`src/design/voice_allocator_oldest_steal_defines.svh`:
```
// Assertion macros shared by the voice allocator RTL.
`ifndef VOICE_ALLOCATOR_OLDEST_STEAL_DEFINES_SVH
`define VOICE_ALLOCATOR_OLDEST_STEAL_DEFINES_SVH

// A condition that holds at every clock edge outside reset.
`define VAO_ASSERT_HOLDS(lbl, cond, msg) \
  lbl: assert property (@(posedge clk) disable iff (!rst_n) (cond)) else $error(msg);

// A condition that implies another one at the same edge.
`define VAO_ASSERT_IMPLIES(lbl, pre, post, msg) \
  lbl: assert property (@(posedge clk) disable iff (!rst_n) (pre) |-> (post)) \
    else $error(msg);

// A condition that implies another one at the next edge.
`define VAO_ASSERT_NEXT(lbl, pre, post, msg) \
  lbl: assert property (@(posedge clk) disable iff (!rst_n) (pre) |=> (post)) \
    else $error(msg);

`endif

```
`src/design/vao_pkg.sv`:
```
// Package with the constants and codes of the voice allocator.
`default_nettype none

package vao_pkg;

  localparam int VOICE_COUNT_DEF = 8;

  localparam int NOTE_W    = 7;
  localparam int VOICE_W   = 3;
  localparam int COMMAND_W = 2;

  localparam logic OP_NOTE_ON  = 1'b0;
  localparam logic OP_NOTE_OFF = 1'b1;

  localparam logic [COMMAND_W-1:0] CMD_TRIGGER = 2'd0;
  localparam logic [COMMAND_W-1:0] CMD_RELEASE = 2'd1;
  localparam logic [COMMAND_W-1:0] CMD_GLIDE   = 2'd2;

endpackage

`default_nettype wire

```
`src/design/voice_allocator_oldest_steal.sv`:
```
// Voice allocator with a free voice stack and oldest-first note stealing.
//
//   channel | direction | handshake                 | payload
//   --------+-----------+---------------------------+----------------------------------
//   in      | input     | in_valid / in_stall       | in_op, in_note, in_velocity
//   out     | output    | out_valid / out_stall     | out_voice, out_command, out_pitch,
//           |           |                           | out_strike, out_last
//   cfg     | input     | cfg_wr_en                 | cfg_wr_data (legato mode)
//
// One item is worked on at a time; the lists live in memories with a registered read,
// so each list step costs a read. A note on with a free voice pops the free stack; a
// steal releases the oldest voice, compacts the list and pops, or in mono legato glides;
// a note off searches voice by voice, releases the match and compacts the list.
// Reset is synchronous and takes effect at once; the free stack is seeded by valid bits.
// A stalled result holds the machine only when the next result is ready to load.
`default_nettype none

`include "voice_allocator_oldest_steal_defines.svh"

module voice_allocator_oldest_steal #(
  parameter int VOICE_COUNT = vao_pkg::VOICE_COUNT_DEF
) (
  input  wire logic                          clk,
  input  wire logic                          rst_n,
  input  wire logic                          in_valid,
  output logic                               in_stall,
  input  wire logic                          in_op,
  input  wire logic [vao_pkg::NOTE_W-1:0]    in_note,
  input  wire logic [vao_pkg::NOTE_W-1:0]    in_velocity,
  output logic                               out_valid,
  input  wire logic                          out_stall,
  output logic [vao_pkg::VOICE_W-1:0]        out_voice,
  output logic [vao_pkg::COMMAND_W-1:0]      out_command,
  output logic [vao_pkg::NOTE_W-1:0]         out_pitch,
  output logic [vao_pkg::NOTE_W-1:0]         out_strike,
  output logic                               out_last,
  input  wire logic                          cfg_wr_en,
  input  wire logic                          cfg_wr_data
);

  localparam int VW = (VOICE_COUNT > 1) ? $clog2(VOICE_COUNT) : 1;
  localparam int CW = $clog2(VOICE_COUNT + 1);
  localparam int NW = vao_pkg::NOTE_W;
  localparam bit MONO = (VOICE_COUNT == 1);
  localparam logic [CW-1:0] FULL = CW'(VOICE_COUNT);
  localparam logic [CW:0]   ALL_VOICES = (CW+1)'(VOICE_COUNT);

  localparam logic [3:0] S_IDLE     = 4'd0;
  localparam logic [3:0] S_OFF_V    = 4'd1;
  localparam logic [3:0] S_OFF_CMP  = 4'd2;
  localparam logic [3:0] S_OFF_EMIT = 4'd3;
  localparam logic [3:0] S_DROP     = 4'd4;
  localparam logic [3:0] S_STEAL_V  = 4'd5;
  localparam logic [3:0] S_STEAL_P  = 4'd6;
  localparam logic [3:0] S_POP_RD   = 4'd7;
  localparam logic [3:0] S_POP      = 4'd8;

  logic [3:0]    state_r, state_nxt;
  logic          op_r, op_nxt;
  logic [NW-1:0] note_r, note_nxt;
  logic [NW-1:0] vel_r, vel_nxt;
  logic [CW-1:0] idx_r, idx_nxt;
  logic [VW-1:0] v_r, v_nxt;
  logic [CW-1:0] act_cnt_r, act_cnt_nxt;
  logic [CW-1:0] free_cnt_r, free_cnt_nxt;
  logic          after_pop_r, after_pop_nxt;
  logic          legato_r;

  // Active list, oldest first.
  logic [VW-1:0] ao_mem [VOICE_COUNT];
  logic          ao_re, ao_we;
  logic [VW-1:0] ao_raddr, ao_waddr, ao_wdata, ao_rdata_r;

  // Free voice stack; an entry never written reads as its own index.
  logic [VW-1:0]          fs_mem [VOICE_COUNT];
  logic [VOICE_COUNT-1:0] fs_valid_r;
  logic                   fs_re, fs_we, fs_init_r;
  logic [VW-1:0]          fs_raddr, fs_waddr, fs_wdata, fs_rdata_r, fs_addr_q_r, fs_voice;

  // Note held by each voice.
  logic [NW-1:0] vp_mem [VOICE_COUNT];
  logic          vp_re, vp_we;
  logic [VW-1:0] vp_raddr, vp_waddr;
  logic [NW-1:0] vp_wdata, vp_rdata_r;

  logic                          out_valid_r, out_free, out_ld;
  logic [vao_pkg::VOICE_W-1:0]   out_voice_r, out_voice_nxt;
  logic [vao_pkg::COMMAND_W-1:0] out_command_r, out_command_nxt;
  logic [NW-1:0]                 out_pitch_r, out_pitch_nxt;
  logic [NW-1:0]                 out_strike_r, out_strike_nxt;
  logic                          out_last_r, out_last_nxt;

  logic [CW:0] idx_p1, idx_p2, act_ext, count_sum;
  logic        idle_w, off_empty_acc;

  assign idx_p1   = {1'b0, idx_r} + (CW+1)'(1);
  assign idx_p2   = {1'b0, idx_r} + (CW+1)'(2);
  assign act_ext  = {1'b0, act_cnt_r};
  assign count_sum = {1'b0, act_cnt_r} + {1'b0, free_cnt_r};
  assign out_free = !out_valid_r || !out_stall;
  assign fs_voice = fs_init_r ? fs_addr_q_r : fs_rdata_r;
  assign in_stall = (state_r != S_IDLE);
  assign idle_w   = (state_r == S_IDLE);
  assign off_empty_acc = in_valid && !in_stall && (in_op == vao_pkg::OP_NOTE_OFF) &&
                         (act_cnt_r == '0);

  always_comb begin
    state_nxt       = state_r;
    op_nxt          = op_r;
    note_nxt        = note_r;
    vel_nxt         = vel_r;
    idx_nxt         = idx_r;
    v_nxt           = v_r;
    act_cnt_nxt     = act_cnt_r;
    free_cnt_nxt    = free_cnt_r;
    after_pop_nxt   = after_pop_r;
    ao_re           = 1'b0;
    ao_raddr        = '0;
    ao_we           = 1'b0;
    ao_waddr        = '0;
    ao_wdata        = '0;
    fs_re           = 1'b0;
    fs_raddr        = '0;
    fs_we           = 1'b0;
    fs_waddr        = '0;
    fs_wdata        = '0;
    vp_re           = 1'b0;
    vp_raddr        = '0;
    vp_we           = 1'b0;
    vp_waddr        = '0;
    vp_wdata        = '0;
    out_ld          = 1'b0;
    out_voice_nxt   = out_voice_r;
    out_command_nxt = out_command_r;
    out_pitch_nxt   = out_pitch_r;
    out_strike_nxt  = out_strike_r;
    out_last_nxt    = out_last_r;

    unique case (state_r)
      S_IDLE: begin
        if (in_valid) begin
          op_nxt   = in_op;
          note_nxt = in_note;
          vel_nxt  = in_velocity;
          idx_nxt  = '0;
          if (in_op == vao_pkg::OP_NOTE_OFF) begin
            if (act_cnt_r != '0) begin
              ao_re     = 1'b1;
              state_nxt = S_OFF_V;
            end
          end else if (free_cnt_r == '0) begin
            if (act_cnt_r != '0) begin
              ao_re     = 1'b1;
              state_nxt = S_STEAL_V;
            end
          end else begin
            fs_re     = 1'b1;
            fs_raddr  = VW'(free_cnt_r - CW'(1));
            state_nxt = S_POP;
          end
        end
      end

      S_OFF_V: begin
        v_nxt     = ao_rdata_r;
        vp_re     = 1'b1;
        vp_raddr  = ao_rdata_r;
        state_nxt = S_OFF_CMP;
      end

      S_OFF_CMP: begin
        if (vp_rdata_r == note_r) begin
          state_nxt = S_OFF_EMIT;
        end else if (idx_p1 < act_ext) begin
          idx_nxt   = idx_p1[CW-1:0];
          ao_re     = 1'b1;
          ao_raddr  = idx_p1[VW-1:0];
          state_nxt = S_OFF_V;
        end else begin
          state_nxt = S_IDLE;
        end
      end

      S_OFF_EMIT: begin
        if (out_free) begin
          out_ld          = 1'b1;
          out_voice_nxt   = vao_pkg::VOICE_W'(v_r);
          out_command_nxt = vao_pkg::CMD_RELEASE;
          out_pitch_nxt   = note_r;
          out_strike_nxt  = '0;
          out_last_nxt    = 1'b1;
          if (free_cnt_r < FULL) begin
            fs_we        = 1'b1;
            fs_waddr     = free_cnt_r[VW-1:0];
            fs_wdata     = v_r;
            free_cnt_nxt = free_cnt_r + CW'(1);
          end
          after_pop_nxt = 1'b0;
          if (idx_p1 < act_ext) begin
            ao_re     = 1'b1;
            ao_raddr  = idx_p1[VW-1:0];
            state_nxt = S_DROP;
          end else begin
            act_cnt_nxt = act_cnt_r - CW'(1);
            state_nxt   = S_IDLE;
          end
        end
      end

      // Each entry behind the dropped one moves up by one place.
      S_DROP: begin
        ao_we    = 1'b1;
        ao_waddr = idx_r[VW-1:0];
        ao_wdata = ao_rdata_r;
        idx_nxt  = idx_p1[CW-1:0];
        if (idx_p2 < act_ext) begin
          ao_re    = 1'b1;
          ao_raddr = idx_p2[VW-1:0];
        end else begin
          act_cnt_nxt = act_cnt_r - CW'(1);
          state_nxt   = after_pop_r ? S_POP_RD : S_IDLE;
        end
      end

      S_STEAL_V: begin
        v_nxt     = ao_rdata_r;
        idx_nxt   = '0;
        vp_re     = 1'b1;
        vp_raddr  = ao_rdata_r;
        state_nxt = S_STEAL_P;
      end

      S_STEAL_P: begin
        if (out_free) begin
          out_ld        = 1'b1;
          out_voice_nxt = vao_pkg::VOICE_W'(v_r);
          out_strike_nxt = '0;
          if (legato_r && MONO) begin
            vp_we           = 1'b1;
            vp_waddr        = v_r;
            vp_wdata        = note_r;
            out_command_nxt = vao_pkg::CMD_GLIDE;
            out_pitch_nxt   = note_r;
            out_last_nxt    = 1'b1;
            state_nxt       = S_IDLE;
          end else begin
            out_command_nxt = vao_pkg::CMD_RELEASE;
            out_pitch_nxt   = vp_rdata_r;
            out_last_nxt    = 1'b0;
            // The stack is empty here, so the released voice goes to its bottom.
            fs_we           = 1'b1;
            fs_waddr        = '0;
            fs_wdata        = v_r;
            free_cnt_nxt    = CW'(1);
            after_pop_nxt   = 1'b1;
            if (idx_p1 < act_ext) begin
              ao_re     = 1'b1;
              ao_raddr  = idx_p1[VW-1:0];
              state_nxt = S_DROP;
            end else begin
              act_cnt_nxt = act_cnt_r - CW'(1);
              state_nxt   = S_POP_RD;
            end
          end
        end
      end

      S_POP_RD: begin
        fs_re     = 1'b1;
        fs_raddr  = VW'(free_cnt_r - CW'(1));
        state_nxt = S_POP;
      end

      S_POP: begin
        if (out_free) begin
          free_cnt_nxt = free_cnt_r - CW'(1);
          if (act_cnt_r < FULL) begin
            ao_we       = 1'b1;
            ao_waddr    = act_cnt_r[VW-1:0];
            ao_wdata    = fs_voice;
            act_cnt_nxt = act_cnt_r + CW'(1);
          end
          vp_we           = 1'b1;
          vp_waddr        = fs_voice;
          vp_wdata        = note_r;
          out_ld          = 1'b1;
          out_voice_nxt   = vao_pkg::VOICE_W'(fs_voice);
          out_command_nxt = vao_pkg::CMD_TRIGGER;
          out_pitch_nxt   = note_r;
          out_strike_nxt  = vel_r;
          out_last_nxt    = 1'b1;
          state_nxt       = S_IDLE;
        end
      end

      default: begin
        state_nxt = S_IDLE;
      end
    endcase
  end

  always_ff @(posedge clk) begin
    if (!rst_n) begin
      state_r     <= S_IDLE;
      act_cnt_r   <= '0;
      free_cnt_r  <= FULL;
      after_pop_r <= 1'b0;
      legato_r    <= 1'b0;
      fs_valid_r  <= '0;
      out_valid_r <= 1'b0;
    end else begin
      state_r     <= state_nxt;
      act_cnt_r   <= act_cnt_nxt;
      free_cnt_r  <= free_cnt_nxt;
      after_pop_r <= after_pop_nxt;
      if (cfg_wr_en) begin
        legato_r <= cfg_wr_data;
      end
      if (fs_we) begin
        fs_valid_r[fs_waddr] <= 1'b1;
      end
      if (out_ld) begin
        out_valid_r <= 1'b1;
      end else if (!out_stall) begin
        out_valid_r <= 1'b0;
      end
    end
  end

  always_ff @(posedge clk) begin
    op_r          <= op_nxt;
    note_r        <= note_nxt;
    vel_r         <= vel_nxt;
    idx_r         <= idx_nxt;
    v_r           <= v_nxt;
    out_voice_r   <= out_voice_nxt;
    out_command_r <= out_command_nxt;
    out_pitch_r   <= out_pitch_nxt;
    out_strike_r  <= out_strike_nxt;
    out_last_r    <= out_last_nxt;
  end

  always_ff @(posedge clk) begin
    if (ao_we) begin
      ao_mem[ao_waddr] <= ao_wdata;
    end
    if (ao_re) begin
      ao_rdata_r <= ao_mem[ao_raddr];
    end
  end

  always_ff @(posedge clk) begin
    if (fs_we) begin
      fs_mem[fs_waddr] <= fs_wdata;
    end
    if (fs_re) begin
      fs_rdata_r  <= fs_mem[fs_raddr];
      fs_init_r   <= !fs_valid_r[fs_raddr];
      fs_addr_q_r <= fs_raddr;
    end
  end

  always_ff @(posedge clk) begin
    if (vp_we) begin
      vp_mem[vp_waddr] <= vp_wdata;
    end
    if (vp_re) begin
      vp_rdata_r <= vp_mem[vp_raddr];
    end
  end

  assign out_valid   = out_valid_r;
  assign out_voice   = out_voice_r;
  assign out_command = out_command_r;
  assign out_pitch   = out_pitch_r;
  assign out_strike  = out_strike_r;
  assign out_last    = out_last_r;

  // Every voice is either free or active once an item is finished.
  `VAO_ASSERT_IMPLIES(a_voices_conserved, idle_w, count_sum == ALL_VOICES, "voice count lost")
  `VAO_ASSERT_HOLDS(a_counts_bounded, act_cnt_r <= FULL && free_cnt_r <= FULL, "count out of range")
  // The release of a steal is always followed by its trigger before the next item.
  `VAO_ASSERT_IMPLIES(a_idle_last, idle_w && out_valid_r, out_last_r, "item left unfinished")
  `VAO_ASSERT_IMPLIES(a_off_empty, off_empty_acc, !out_ld && state_nxt == S_IDLE, "empty note off")

endmodule

`default_nettype wire

```
`config.mk`:
```
export PLATFORM = sky130hd
export DESIGN_NAME = voice_allocator_oldest_steal
export DESIGN_NICKNAME = d
export VERILOG_FILES = /design/src/design/vao_pkg.sv /design/src/design/voice_allocator_oldest_steal.sv
export VERILOG_INCLUDE_DIRS = /design/src /design/src/design
export SDC_FILE = /design/constraint.sdc
export NUM_CORES = 1
export LEC_CHECK = 0
export ABC_AREA = 1
export BUFFER_PORTS_ARGS = -buffer_cell sky130_fd_sc_hd__buf_2
export CAP_MARGIN = 20
export CORE_MARGIN = 1
export CORE_UTILIZATION = 40
export CTS_CLUSTER_SIZE = 25
export DETAILED_ROUTE_END_ITERATION = 10
export HOLD_SLACK_MARGIN = 0.15
export SLEW_MARGIN = 40
export SYNTH_ARGS = -nofsm -noshare
export SYNTH_HDL_FRONTEND = slang
export SYNTH_SLANG_ARGS = --single-unit
```
`constraint.sdc`:
```
create_clock -name clk -period 3.3 [get_ports clk]
set_input_delay 0.66 -clock clk [delete_from_list [all_inputs] [get_ports clk]]
set_output_delay 0.66 -clock clk [all_outputs]
set_load 0.01 [all_outputs]
```
# ---- Word-level counts from Yosys, hierarchy flattened
# Memory sizes are Yosys's and may differ from the RTL's. A register that Yosys moved wholly into a read port is not among the register bits.
# Cells that the tools add are included.
# W data, S select, Z words.
dict set report word_totals {
  regBits 67
  elab_cells 194
  output_inout_bits 22
  mem_bits_rw 104
  mem_count 3
}
dict set report op_classes {
  bitwise 1
  reduce_logical 27
  addsub 6
  n_eq_ne 24
  n_mux 109
  magnitude_cmp 7
}
# memory depth width rd rd_clocked_by_memory_dff write_ports line_no
set mem_list {}
lappend mem_list {vp_mem 8 7 1 1 1 voice_allocator_oldest_steal.sv:81} ;# logic [NW-1:0] vp_mem [VOICE_COUNT];
lappend mem_list {ao_mem 8 3 1 1 1 voice_allocator_oldest_steal.sv:70} ;# logic [VW-1:0] ao_mem [VOICE_COUNT];
lappend mem_list {fs_mem 8 3 1 1 1 voice_allocator_oldest_steal.sv:75} ;# logic [VW-1:0] fs_mem [VOICE_COUNT];
# op count
set ops {}
lappend ops {{$mux W4} 21}
lappend ops {{$mux W3} 25}
lappend ops {{$mux W7} 6}
lappend ops {{$pmux W4 S9} 1}
lappend ops {{$mux W1} 32}
lappend ops {{$pmux W3 S2} 5}
lappend ops {{$pmux W7 S2} 2}
lappend ops {{$pmux W4 S3} 2}
lappend ops {{$ne A2 B2 Y1 const B} 10}
lappend ops {{$eq A4 B3 Y1 const B} 4}
lappend ops {{$pmux W4 S4} 1}
lappend ops {{$reduce_bool A4 Y1} 3}
lappend ops {{$lt A5 B4 Y1} 2}
lappend ops {{$pmux W1 S2} 5}
lappend ops {{$pmux W3 S3} 1}
lappend ops {{$reduce_and A3 Y1} 3}
lappend ops {{$add A4 B1 Y4 const B} 2}
lappend ops {{$eq A4 B2 Y1 const B} 2}
lappend ops {{$logic_not A4 Y1} 2}
lappend ops {{$lt A3 B4 Y1 const B} 2}
lappend ops {{$lt A4 B4 Y1 const B} 2}
lappend ops {{$mux W2} 4}
lappend ops {{$or A8 B8 Y8} 1}
lappend ops {{$sub A4 B1 Y4 const B} 2}
lappend ops {{25 further kinds} 34}

# ---- Longest topological paths before layout
# Gate-level depths: netlist (run 1).
dict set report logic_depth {
  word_depth 9
  depth_mapped 19
  mapped_depth_nobuf 18
}

# ---- Worst setup path before layout (run 1)
# No wires, ideal clock.
dict set report synth_path {
  path_type {reg2reg}
  startpoint {register idx_r[2]}
  endpoint {register ao_rdata_r[1], read port of ao_mem, data pin}
  t_arrival_ps 2321
  slack_ps 726
  path_buffers 1
  setup_ps 253
  period_less_slack_ps 2574
  stages_incl_launch_ff 20
  path_cell_list {edfxtp_1 ha_1 nand2_1 nand2_1 o21ai_0 inv_1 ha_1 nand2_1 inv_1 nand3_1 inv_1 nor2_1 nand4_2 nand3_2 buf_4 nand2_1 nand3_1 nand2_1 nand2_1 nand2_1}
}
dict set report synth_between {
  elab_chain_cells 5
  word_cells_on_any_way 14
  classes_between {2 x add/sub; 2 x order compare; 10 x mux}
}
# item line_no
set synth_rtl {}
lappend synth_rtl {{start: declaration} voice_allocator_oldest_steal.sv:62} ;# logic [CW-1:0] idx_r, idx_nxt;
lappend synth_rtl {{start signal: assignment} voice_allocator_oldest_steal.sv:334} ;# idx_r <= idx_nxt;
lappend synth_rtl {{$add A4 B1 Y5 (*)} voice_allocator_oldest_steal.sv:96} ;# assign idx_p1 = {1'b0, idx_r} + (CW+1)'(1);
lappend synth_rtl {{named net idx_p1[3]} voice_allocator_oldest_steal.sv:93} ;# logic [CW:0] idx_p1, idx_p2, act_ext, count_sum;
lappend synth_rtl {{$lt A5 B4 Y1 (*)} {voice_allocator_oldest_steal.sv:174, voice_allocator_oldest_steal.sv:199, voice_allocator_oldest_steal.sv:256}}
lappend synth_rtl {{$mux W1 / $mux W3 (equally long branches)} {voice_allocator_oldest_steal.sv:174, voice_allocator_oldest_steal.sv:199, voice_allocator_oldest_steal.sv:256}}
lappend synth_rtl {{$mux W1 (tied with other cells)} voice_allocator_oldest_steal.sv:185} ;# if (out_free) begin
lappend synth_rtl {{$pmux W1 S4 / $pmux W3 S3 (equally long branches)} voice_allocator_oldest_steal.sv:139} ;# unique case (state_r)
lappend synth_rtl {{end: declaration} voice_allocator_oldest_steal.sv:72} ;# logic [VW-1:0] ao_raddr, ao_waddr, ao_wdata, ao_rdata_r;
# Mark *: on every way through the listed nets, which the timed path passes. The rest lies on a longest branch.
# A chain may end at the register's enable or synchronous reset.

# ---- Worst setup path after layout (run 1)
dict set report layout_path {
  startpoint {register idx_r[2]}
  endpoint {register ao_rdata_r[0], read port of ao_mem, data pin}
}
# Same word-level chain as after synthesis.

==> results.yml, run 1 <==
sta:
  timing.final.crit_share_pct: 89.7
  min_period_ns: 2.96
  setup_ws_ns: 0.341
  finalHoldViolations: 0
  fin_setup_tns_ns: 0
  setup_violations: 0
  fmax_mhz: 338
  finalClockSkew_ns: 0.0104
  slew_headroom_pct: 50.5
  rsz0062_at_grt: "false"
  drv_slew: 0
  worst_pin_slew_ns: 0.737
cts:
  cts_resized: 0
  cts_tree: "yes"
  cts_made_buffers: 17
  cts_root_buffer: "clkbuf_16"
  cts.sinks: 183
  clkLatencyLatePin_ns: 0.43
  cts_hold_buf: 0
  postCtsSetupBuffers: 0
  path_clk_slew_ns: 0.07
  ctsHtreeMaxLevel: 4
  cts_max_path_buffers: 2
cells_and_area:
  fill_cells: 1932
  num_antenna_cells: 0
  seqCellArea_sq_mm: 0.00528
  multiInputGateArea_sq_mm: 0.00267
  drive_gt1_share_pct: 14.4
  final_area_sq_mm: 0.00966
  nets: 917
  syn_to_final_growth_pct: 13.5
yosys:
  ys_seq_area_share_pct: 62.0
  ys_ff_latch: 183
  synth_area_sq_mm: 0.00851
  synth_cell_types: 54
  yosysWarningCount: 0
  syn_area_per_cell_sq_um: 10.3
  synthesis.nets: 863
  syn_inst: 827
die:
  dieArea_sq_mm: 0.0219
  start_util_pct: 41.4
  core-area_sq_mm: 0.0206
  die_w_um: 148
  pin_count: 43
  die-height_um: 148
  row_count: 52
critical_path:
  path_delay_family: "simple AND/OR/NAND/NOR gates"
  crit_chain: "ha_1 > nand2_1 > o21ai_0 > inv_1 > ha_1 > a21oi_1 > nand3_1 > nor2_1 > nand4_2 > nand3_2 > nand2_1 > nand3_1 > nand2_1 > nand2_1 > nand2_1"
  crit_path_frequent_cell: "nand2_1"
  worstPathMaxFanout: 12
  cpMaxStageDelayCell: "edfxtp_1"
  start_kind: "register"
  r2r_end: "ao_rdata_r[0]"
  cp_num_buf_inv: 1
  path_class: "register to register"
  r2r_start: "idx_r[2]"
  cp.arrival_ns: 3.15
  timing.reg2reg.setup_slack_ns: 0.34
  ff2ff_path_depth: 15
  cp.required_ns: 3.49
  end_kind: "register"
  cpPeakStageDelay_ns: 0.45
detailed_routing:
  drtIter0Drc: 429
  num_vias: 5773
  drt-wirelength-per-cell_um: 15.3
  drc: 0
  ant_nets: 0
  vias_per_cell: 4.96
  wl_mm: 17.8
  dr.pass1.iters: 5
grt:
  track_usage_pct: 17.6
  grt_antenna_before_repair: 0
  grt_max_degree: 29
  overflow: 0
  grt_pass1_vias: 5708
  grt_pass1_wl_mm: 29.8
run_status:
  status: "completed"
power_and_ir_drop:
  p_leak_nw: 3.80
  power_density_mw_per_mm2: 557
  ir_drop_mv: 0.346
placed_design:
  portBuffers: 39
  preCtsSetupSlack_ns: 0.367
  dpl_cell_area_sq_mm: 0.00904
  place_congestion: 0.867
  dp_hpwl_mm: 12.7
hold_path:
  min_from: "in_velocity[5]"
  holdPathEnd: "vel_r[5]"
  hold_class: "input pin to register"
  min_path_cells: 1
job:
  cap_violations: 0
report_power, final:
group	total [mW]	switching [mW]	internal, mW
Combinational	0.590	0.394	0.196
Sequential	2.66	0.0558	2.60
Clock	2.13	0.915	1.22
Total	5.38	1.37	4.01
logic make-up (layout without fill, tap and decap cells):
group                    Yosys count  count (layout)  synth area share [%]
AND/OR/NAND/NOR                  364             364                  18.9
flip-flops                       183             183                  62.0
buffers and inverters            133             199                  6.56
AO/OA/AOI/OAI                    117             117                  8.68
adder cells (fa/ha/maj)           15              15                  2.29
XOR/XNOR                          12              12                  1.24
multiplexers                       2               2                 0.250
other                              1               1                0.0441
layout make-up:
cell class	instances	share of cell area [%]
Clock inverter	13	1.93
Multi-Input combinational cell	511	27.7
Tap cell	270	3.50
Inverter	111	4.39
Sequential cell	183	54.6
Timing Repair Buffer	57	3.42
Clock buffer	18	4.44
layer usage:
metal	global-route usage [%]	wire length [um]	vias up
li1	-	-	2911
met1	24.3	8580	2704
met2	27.9	8180	139
met3	3.73	843	19
met4	5.36	225	0
met5	0	0	-
worst max-delay path by stage:
stage	endpoint	depth (start not counted)	startpoint	slack, ns
floorplan	ao_rdata_r[1]	19	idx_r[2]	0.73
global placement	ao_rdata_r[1]	17	idx_r[2]	0.46
detailed placement	ao_rdata_r[0]	15	idx_r[2]	0.37
CTS	ao_rdata_r[0]	15	idx_r[2]	0.36
global route	ao_rdata_r[0]	15	idx_r[2]	0.06
finish	ao_rdata_r[0]	15	idx_r[2]	0.34
placed cells by master (no fill, tap or decap), drive strengths merged:
master and instances:
mux2 1, fa 1, o22ai 3, clkinv 3, nor4 2, o2111ai 4
or2 7, xnor2 7, nor2 116, o221ai 7, o2bb2ai 7, nand2 168
nor3 16, inv 117, clkbuf 18, a21oi 34, conb 1, o31ai 1
edfxtp 161, buf 57, nand3b 1, o21ai 38, xor2 5, a31oi 3
a21boi 1, ha 14, clkinvlp 1, o211ai 7, o21a 10, nand3 39
a311oi 1, nand4 15, mux2i 1, dfxtp 22, bufinv 3, a211oi 1
synthesized netlist by cell type (all sizes together):
cell type | count | area (sq um)
inv | 110 | 420
a211oi | 1 | 7.51
o22ai | 3 | 25.0
or2 | 7 | 43.8
o2bb2ai | 7 | 61.3
a21oi | 34 | 178
o21a | 10 | 75.1
ha | 14 | 175
o2111ai | 4 | 41.3
edfxtp | 161 | 4830
xnor2 | 7 | 61.3
fa | 1 | 20.0
nand3b | 1 | 7.51
a31oi | 3 | 18.8
mux2i | 1 | 10.0
o21ai | 38 | 194
o221ai | 7 | 61.3
conb | 1 | 3.75
a21boi | 1 | 7.51
a311oi | 1 | 8.76
nand2 | 168 | 651
clkinv | 1 | 3.75
nand3 | 39 | 210
o31ai | 1 | 7.51
dfxtp | 22 | 440
o211ai | 7 | 52.6
mux2 | 1 | 11.3
xor2 | 5 | 43.8
buf | 17 | 115
nor2 | 116 | 478
nand4 | 15 | 100
clkbuf | 5 | 18.8
nor4 | 2 | 12.5
nor3 | 16 | 106
per-stage QoR:
stage | total power [mW] | utilization (%) | hold WS, ns | instances
after floorplan | 3.12 | - | 0.426 | 827
after global placement | 3.28 | 44.0 | 0.444 | 1132
after detailed placement | 3.29 | 44.0 | 0.452 | 1132
after CTS | 5.42 | 47.0 | 0.383 | 1163
after global routing | 5.61 | 47.0 | 0.384 | 1163
final | 5.38 | 47.0 | 0.396 | 1163
sequential cells by signal (all words and copies together), names as in the netlist, 7 cells and up:
name / cells
out_pitch: 7
note_r: 7
fs_valid_r: 8
fs_mem: 24
vp_mem: 56
ao_mem: 24
vp_rdata_r: 7
out_strike: 7
vel_r: 7
Note: power is estimated with default switching activity, not from simulation.
==> run 2, diff against run 1 <==
ABC_AREA = 0   (was 1)
PLACE_DENSITY = 0.59   (was default)
==> results.yml, run 2 <==
cts:
  cts.sinks: 183
  cts_made_buffers: 17
  clkLatencyLatePin_ns: 0.42
  postCtsSetupBuffers: 0
  cts_hold_buf: 0
  cts_resized: 0
  path_clk_slew_ns: 0.07
  ctsHtreeMaxLevel: 4
  cts_root_buffer: "clkbuf_16"
  cts_tree: "yes"
  cts_max_path_buffers: 2
grt:
  grt_pass1_vias: 5259
  grt_pass1_wl_mm: 27.9
  track_usage_pct: 18.1
  grt_max_degree: 24
  overflow: 0
  grt_antenna_before_repair: 0
die:
  pin_count: 43
  start_util_pct: 41.4
  row_count: 51
  die_w_um: 145
  dieArea_sq_mm: 0.0210
  core-area_sq_mm: 0.0197
  die-height_um: 145
cells_and_area:
  reg.largest.list: "vp_mem x56, ao_mem x24, fs_mem x24"
  largest_register_ffs: 56
  largest-register: "vp_mem"
  num_antenna_cells: 0
  final_core_util_pct: 47.8
  syn_to_final_growth_pct: 15.4
  mostFrequentLayoutCells: "edfxtp_1 (161), nand2_1 (55), nor2_1 (43)"
  drive_gt1_share_pct: 21.3
  nets: 699
  final_common_cell: "edfxtp_1"
power_and_ir_drop:
  pwr-share-clk_pct: 39.7
  power_switching_mw: 1.17
  p_total_mw: 5.14
  power.internal_mw: 3.97
  power_density_mw_per_mm2: 546
  ir_drop_mv: 0.270
  p_comb_share_pct: 9.1
  power.share.switching_pct: 22.8
  p_leak_nw: 3.46
  pwr-share-seq_pct: 51.2
critical_path:
  cpPeakStageDelay_ns: 0.51
  path_class: "register to register"
  worstPathMaxFanout: 12
  cp.arrival_ns: 3.25
  r2r_start: "idx_r[2]"
  crit_path_frequent_cell: "ha_1"
  timing.reg2reg.setup_slack_ns: 0.23
  crit_chain: "ha_1 > nand2_1 > xnor2_1 > ha_1 > o21ai_0 > a21oi_1 > or3_1 > nor2_1 > a41o_4 > mux2i_1 > a22oi_1 > and3_1"
  cp.required_ns: 3.48
  start_kind: "register"
  end_kind: "register"
  startpoint: "idx_r[2]"
  cpMaxStageDelayCell: "edfxtp_1"
yosys:
  synthFlopType: "edfxtp_1"
  asyncSetResetFlopFracSynth_pct: 0
  ys_seq_area_share_pct: 64.6
  yosysWarningCount: 0
  synthTopCellsByCount: "edfxtp_1 (161), nand2_1 (55), nor2_1 (43), o21ai_0 (37), mux2i_1 (24)"
  synth_area_sq_mm: 0.00816
  synth_top_area_share_pct: 59.2
  synth_cell_types: 64
  syn_inst: 595
  synthesis.nets: 631
  yosysTopAreaCell: "edfxtp_1"
  synth.most_common_cell: "edfxtp_1"
  synthTopCellsByArea: "edfxtp_1 (59%), dfxtp_1 (5.4%), mux4_2 (4.4%)"
  syn_area_per_cell_sq_um: 13.7
  synth-edff-count: 161
  ys_ff_latch: 183
detailed_routing:
  ant_nets: 0
  wl_mm: 17.7
  drtIter0Drc: 435
  drc: 0
  drt-wirelength-per-cell_um: 18.8
  num_vias: 5072
  dr.pass1.iters: 5
  vias_per_cell: 5.40
placed_design:
  place_congestion: 0.882
  dp_hpwl_mm: 12.8
  preCtsSetupSlack_ns: 0.251
  portBuffers: 39
sta:
  finalClockSkew_ns: 0.00721
  setup_ws_ns: 0.228
  min_period_ns: 3.07
  finalHoldViolations: 0
  worst_pin_slew_ns: 0.801
  setup_violations: 0
  fin_setup_tns_ns: 0
  fmax_mhz: 326
  timing.final.crit_share_pct: 93.1
  slew_headroom_pct: 46.4
  drv_slew: 0
  rsz0062_at_grt: "false"
run_status:
  status: "completed"
job:
  cap_violations: 0
hold_path:
  hold_class: "input pin to register"
  min_from: "in_velocity[4]"
## run 2: cell types whose count changed in the layout (fill, tap and decap cells not counted), sizes merged, moves of 22 or more
cell / previous run / this run
nand2: 168 / 55
inv: 117 / 20
nand3: 39 / 17
and3: 0 / 22
mux2i: 1 / 24
nor2: 116 / 44
## run 2: worst max-delay path: cells and delay by family, from the launching register on
family	cells	cell delay, ns
flip-flops	1	0.51
AND/OR/NAND/NOR	4	0.79
AO/OA/AOI/OAI	4	0.62
adder cells (fa/ha/maj)	2	0.52
multiplexers	1	0.25
XOR/XNOR	1	0.14
## run 2: layout make-up
| cell class | instances | area [sq um] |
|---|---|---|
| clock buffers | 20 | 437 |
| clock inverters | 11 | 148 |
| fillers | 1720 | 10300 |
| inverters | 17 | 63.8 |
| multi-input cells | 368 | 2690 |
| flip-flops and latches | 183 | 5280 |
| well taps | 265 | 332 |
| repair buffers | 76 | 473 |
## run 2: kinds of logic (layout without fill, tap and decap cells)
family | count (synthesis) | count (layout) | share of synthesized area (%)
simple gates | 173 | 173 | 10.2
mux | 53 | 53 | 9.15
compound gates | 111 | 111 | 9.56
buf+inv | 44 | 124 | 2.44
other cells | 1 | 1 | 0.0459
fa+ha+maj | 15 | 15 | 2.39
xor+xnor | 15 | 15 | 1.61
flops | 183 | 183 | 64.6
## run 2: metrics by stage
step | cells | instance area [sq um] | hold slack, ns
after floorplan | 595 | 8160 | 0.435
after global placement | 909 | 8830 | 0.444
after detailed placement | 909 | 8830 | 0.458
after CTS | 940 | 9420 | 0.393
after global routing | 940 | 9420 | 0.385
final | 940 | 9420 | 0.409
## run 2: worst paths after layout
kind / to / depth (start not counted)
max: ao_rdata_r[0] / 12
min: vel_r[4] / 1
max reg2reg: ao_rdata_r[0] / 12
min reg2reg: fs_valid_r[5] / 1
## run 2: power by group through the flow
stage | Combinational (mW) | Sequential, mW | Clock (mW)
after CTS | 0.471 | 2.63 | 2.06
final | 0.468 | 2.63 | 2.04
after detailed placement | 0.468 | 2.68 | 0
after global placement | 0.459 | 2.68 | 0
after floorplan | 0.305 | 2.67 | 0
after global routing | 0.525 | 2.63 | 2.15
## run 2: metal layers
metal	vias to the layer above	GRT usage (%)	share of wire [%]
li1	2400	-	-
met1	2530	22.6	45
met2	125	31.1	50
met3	17	3.98	4.1
met4	0	5.54	1.1
met5	-	0	0
==> run 3, diff against run 2 <==
CORE_UTILIZATION = 30   (was 40)
PLACE_DENSITY = 0.48   (was 0.59)
==> results.yml, run 3 (synthesized netlist as in run 2, its figures left out) <==
detailed_routing:
  drc: 0
  num_vias: 5097
  wl_mm: 18.6
  vias_per_cell: 5.01
  ant_nets: 0
  dr.pass1.iters: 5
  drt-wirelength-per-cell_um: 18.2
  drtIter0Drc: 394
cts:
  cts_max_path_buffers: 2
  cts.sinks: 183
  cts_root_buffer: "clkbuf_16"
  cts_resized: 0
  clkLatencyLatePin_ns: 0.43
  postCtsSetupBuffers: 0
  path_clk_slew_ns: 0.07
  cts_made_buffers: 17
  cts_hold_buf: 0
  cts_tree: "yes"
  ctsHtreeMaxLevel: 4
die:
  core-area_sq_mm: 0.0268
  die_w_um: 167
  dieArea_sq_mm: 0.0279
  row_count: 60
  pin_count: 43
  start_util_pct: 30.5
  die-height_um: 167
power_and_ir_drop:
  p_comb_share_pct: 9.5
  power.share.switching_pct: 25.0
  ir_drop_mv: 0.367
  pwr-share-seq_pct: 52.5
  pwr-share-clk_pct: 38.0
  p_leak_nw: 3.44
  power.internal_mw: 3.76
  power_switching_mw: 1.25
  p_total_mw: 5.01
  power_density_mw_per_mm2: 528
grt:
  grt_pass1_vias: 5249
  track_usage_pct: 13.9
  grt_antenna_before_repair: 0
  grt_max_degree: 25
  grt_pass1_wl_mm: 29.5
  overflow: 0
sta:
  fin_setup_tns_ns: 0
  setup_ws_ns: 0.134
  min_period_ns: 3.17
  slew_headroom_pct: 44.6
  setup_violations: 0
  fmax_mhz: 316
  worst_pin_slew_ns: 0.828
  finalHoldViolations: 0
  finalClockSkew_ns: 0.0113
  drv_slew: 0
  timing.final.crit_share_pct: 95.9
cells_and_area:
  seqCellArea_sq_mm: 0.00528
  num_antenna_cells: 0
  fill_cells: 2576
  drive_gt1_share_pct: 21.9
  final_core_util_pct: 35.4
  final_area_sq_mm: 0.00949
  syn_to_final_growth_pct: 16.2
  nets: 700
  multiInputGateArea_sq_mm: 0.00270
  reg.largest.list: "vp_mem x56, ao_mem x24, fs_mem x24"
  largest_register_ffs: 56
  largest-register: "vp_mem"
  final_common_cell: "edfxtp_1"
  mostFrequentLayoutCells: "edfxtp_1 (161), nand2_1 (55), nor2_1 (42)"
hold_path:
  hold_class: "input pin to register"
  min_from: "in_velocity[6]"
  holdPathEnd: "vel_r[6]"
  min_path_cells: 1
placed_design:
  place_congestion: 0.828
  portBuffers: 39
  dp_hpwl_mm: 13.2
  preCtsSetupSlack_ns: 0.151
  dpl_cell_area_sq_mm: 0.00893
critical_path:
  timing.reg2reg.setup_slack_ns: 0.13
  path_class: "register to register"
  cp.arrival_ns: 3.34
  worstPathMaxFanout: 6
  cp.required_ns: 3.48
  r2r_end: "ao_rdata_r[2]"
  r2r_start: "idx_r[1]"
  ff2ff_path_depth: 11
  start_kind: "register"
  end_kind: "register"
run_status:
  status: "completed"
job:
  cap_violations: 0
==> run 3: cell types whose count changed in the layout (fill, tap and decap cells not counted), sizes merged <==
cell / before / now
clkinvlp: 0 / 4
bufinv: 3 / 0
inv: 20 / 23
clkbuf: 20 / 18
clkinv: 5 / 3
a41o: 2 / 3
==> run 3: through the flow <==
stage,instances,hold slack (ns)
3_5_place_dp,985,0.455
5_1_grt,1017,0.378
2_1_floorplan,595,0.435
4_1_cts,1016,0.386
6_report,1017,0.403
3_3_place_gp,985,0.442
==> run 3: critical path, stage by stage, from the launching register on <==
cell and delay (ns):
edfxtp_1 0.43, ha_1 0.25, xor2_1 0.27, ha_1 0.29, o21ai_0 0.17, a21oi_1 0.07
or3_1 0.39, nor2_2 0.19, a41o_4 0.33, mux2i_1 0.23, a22oi_1 0.11, and3_1 0.20
==> run 3: per-layer routing <==
layer	track usage, %	share of wire (%)	up-vias
met1	18.2	46	2531
li1	-	-	2410
met2	22.4	48	140
met3	3.68	4.2	16
met5	0	0	-
met4	4.07	1.2	0
==> run 3: worst max-delay path by stage <==
stage / from / slack, ns / cells after the start / end
floorplan: idx_r[1] / 0.29 / 13 / ao_rdata_r[1]
global placement: idx_r[1] / 0.21 / 11 / ao_rdata_r[1]
detailed placement: idx_r[1] / 0.15 / 11 / ao_rdata_r[1]
CTS: idx_r[1] / 0.14 / 11 / ao_rdata_r[2]
global route: idx_r[1] / -0.007 / 11 / ao_rdata_r[1]
finish: idx_r[1] / 0.13 / 11 / ao_rdata_r[2]
==> run 3: layout make-up <==
| class | instances | area share [%] |
|---|---|---|
| Tap cell | 341 | 4.50 |
| Timing Repair Buffer | 76 | 4.98 |
| Clock buffer | 18 | 4.52 |
| Inverter | 17 | 0.672 |
| Multi-Input combinational cell | 369 | 28.5 |
| Sequential cell | 183 | 55.6 |
| Clock inverter | 13 | 1.24 |
==> run 3: power by group through the flow <==
stage	clock network (mW)	logic [mW]	registers [mW]
CTS	1.96	0.473	2.63
floorplan	0	0.305	2.67
finish	1.91	0.475	2.63
global route	2.05	0.528	2.64
detailed placement	0	0.471	2.68
global placement	0	0.462	2.68
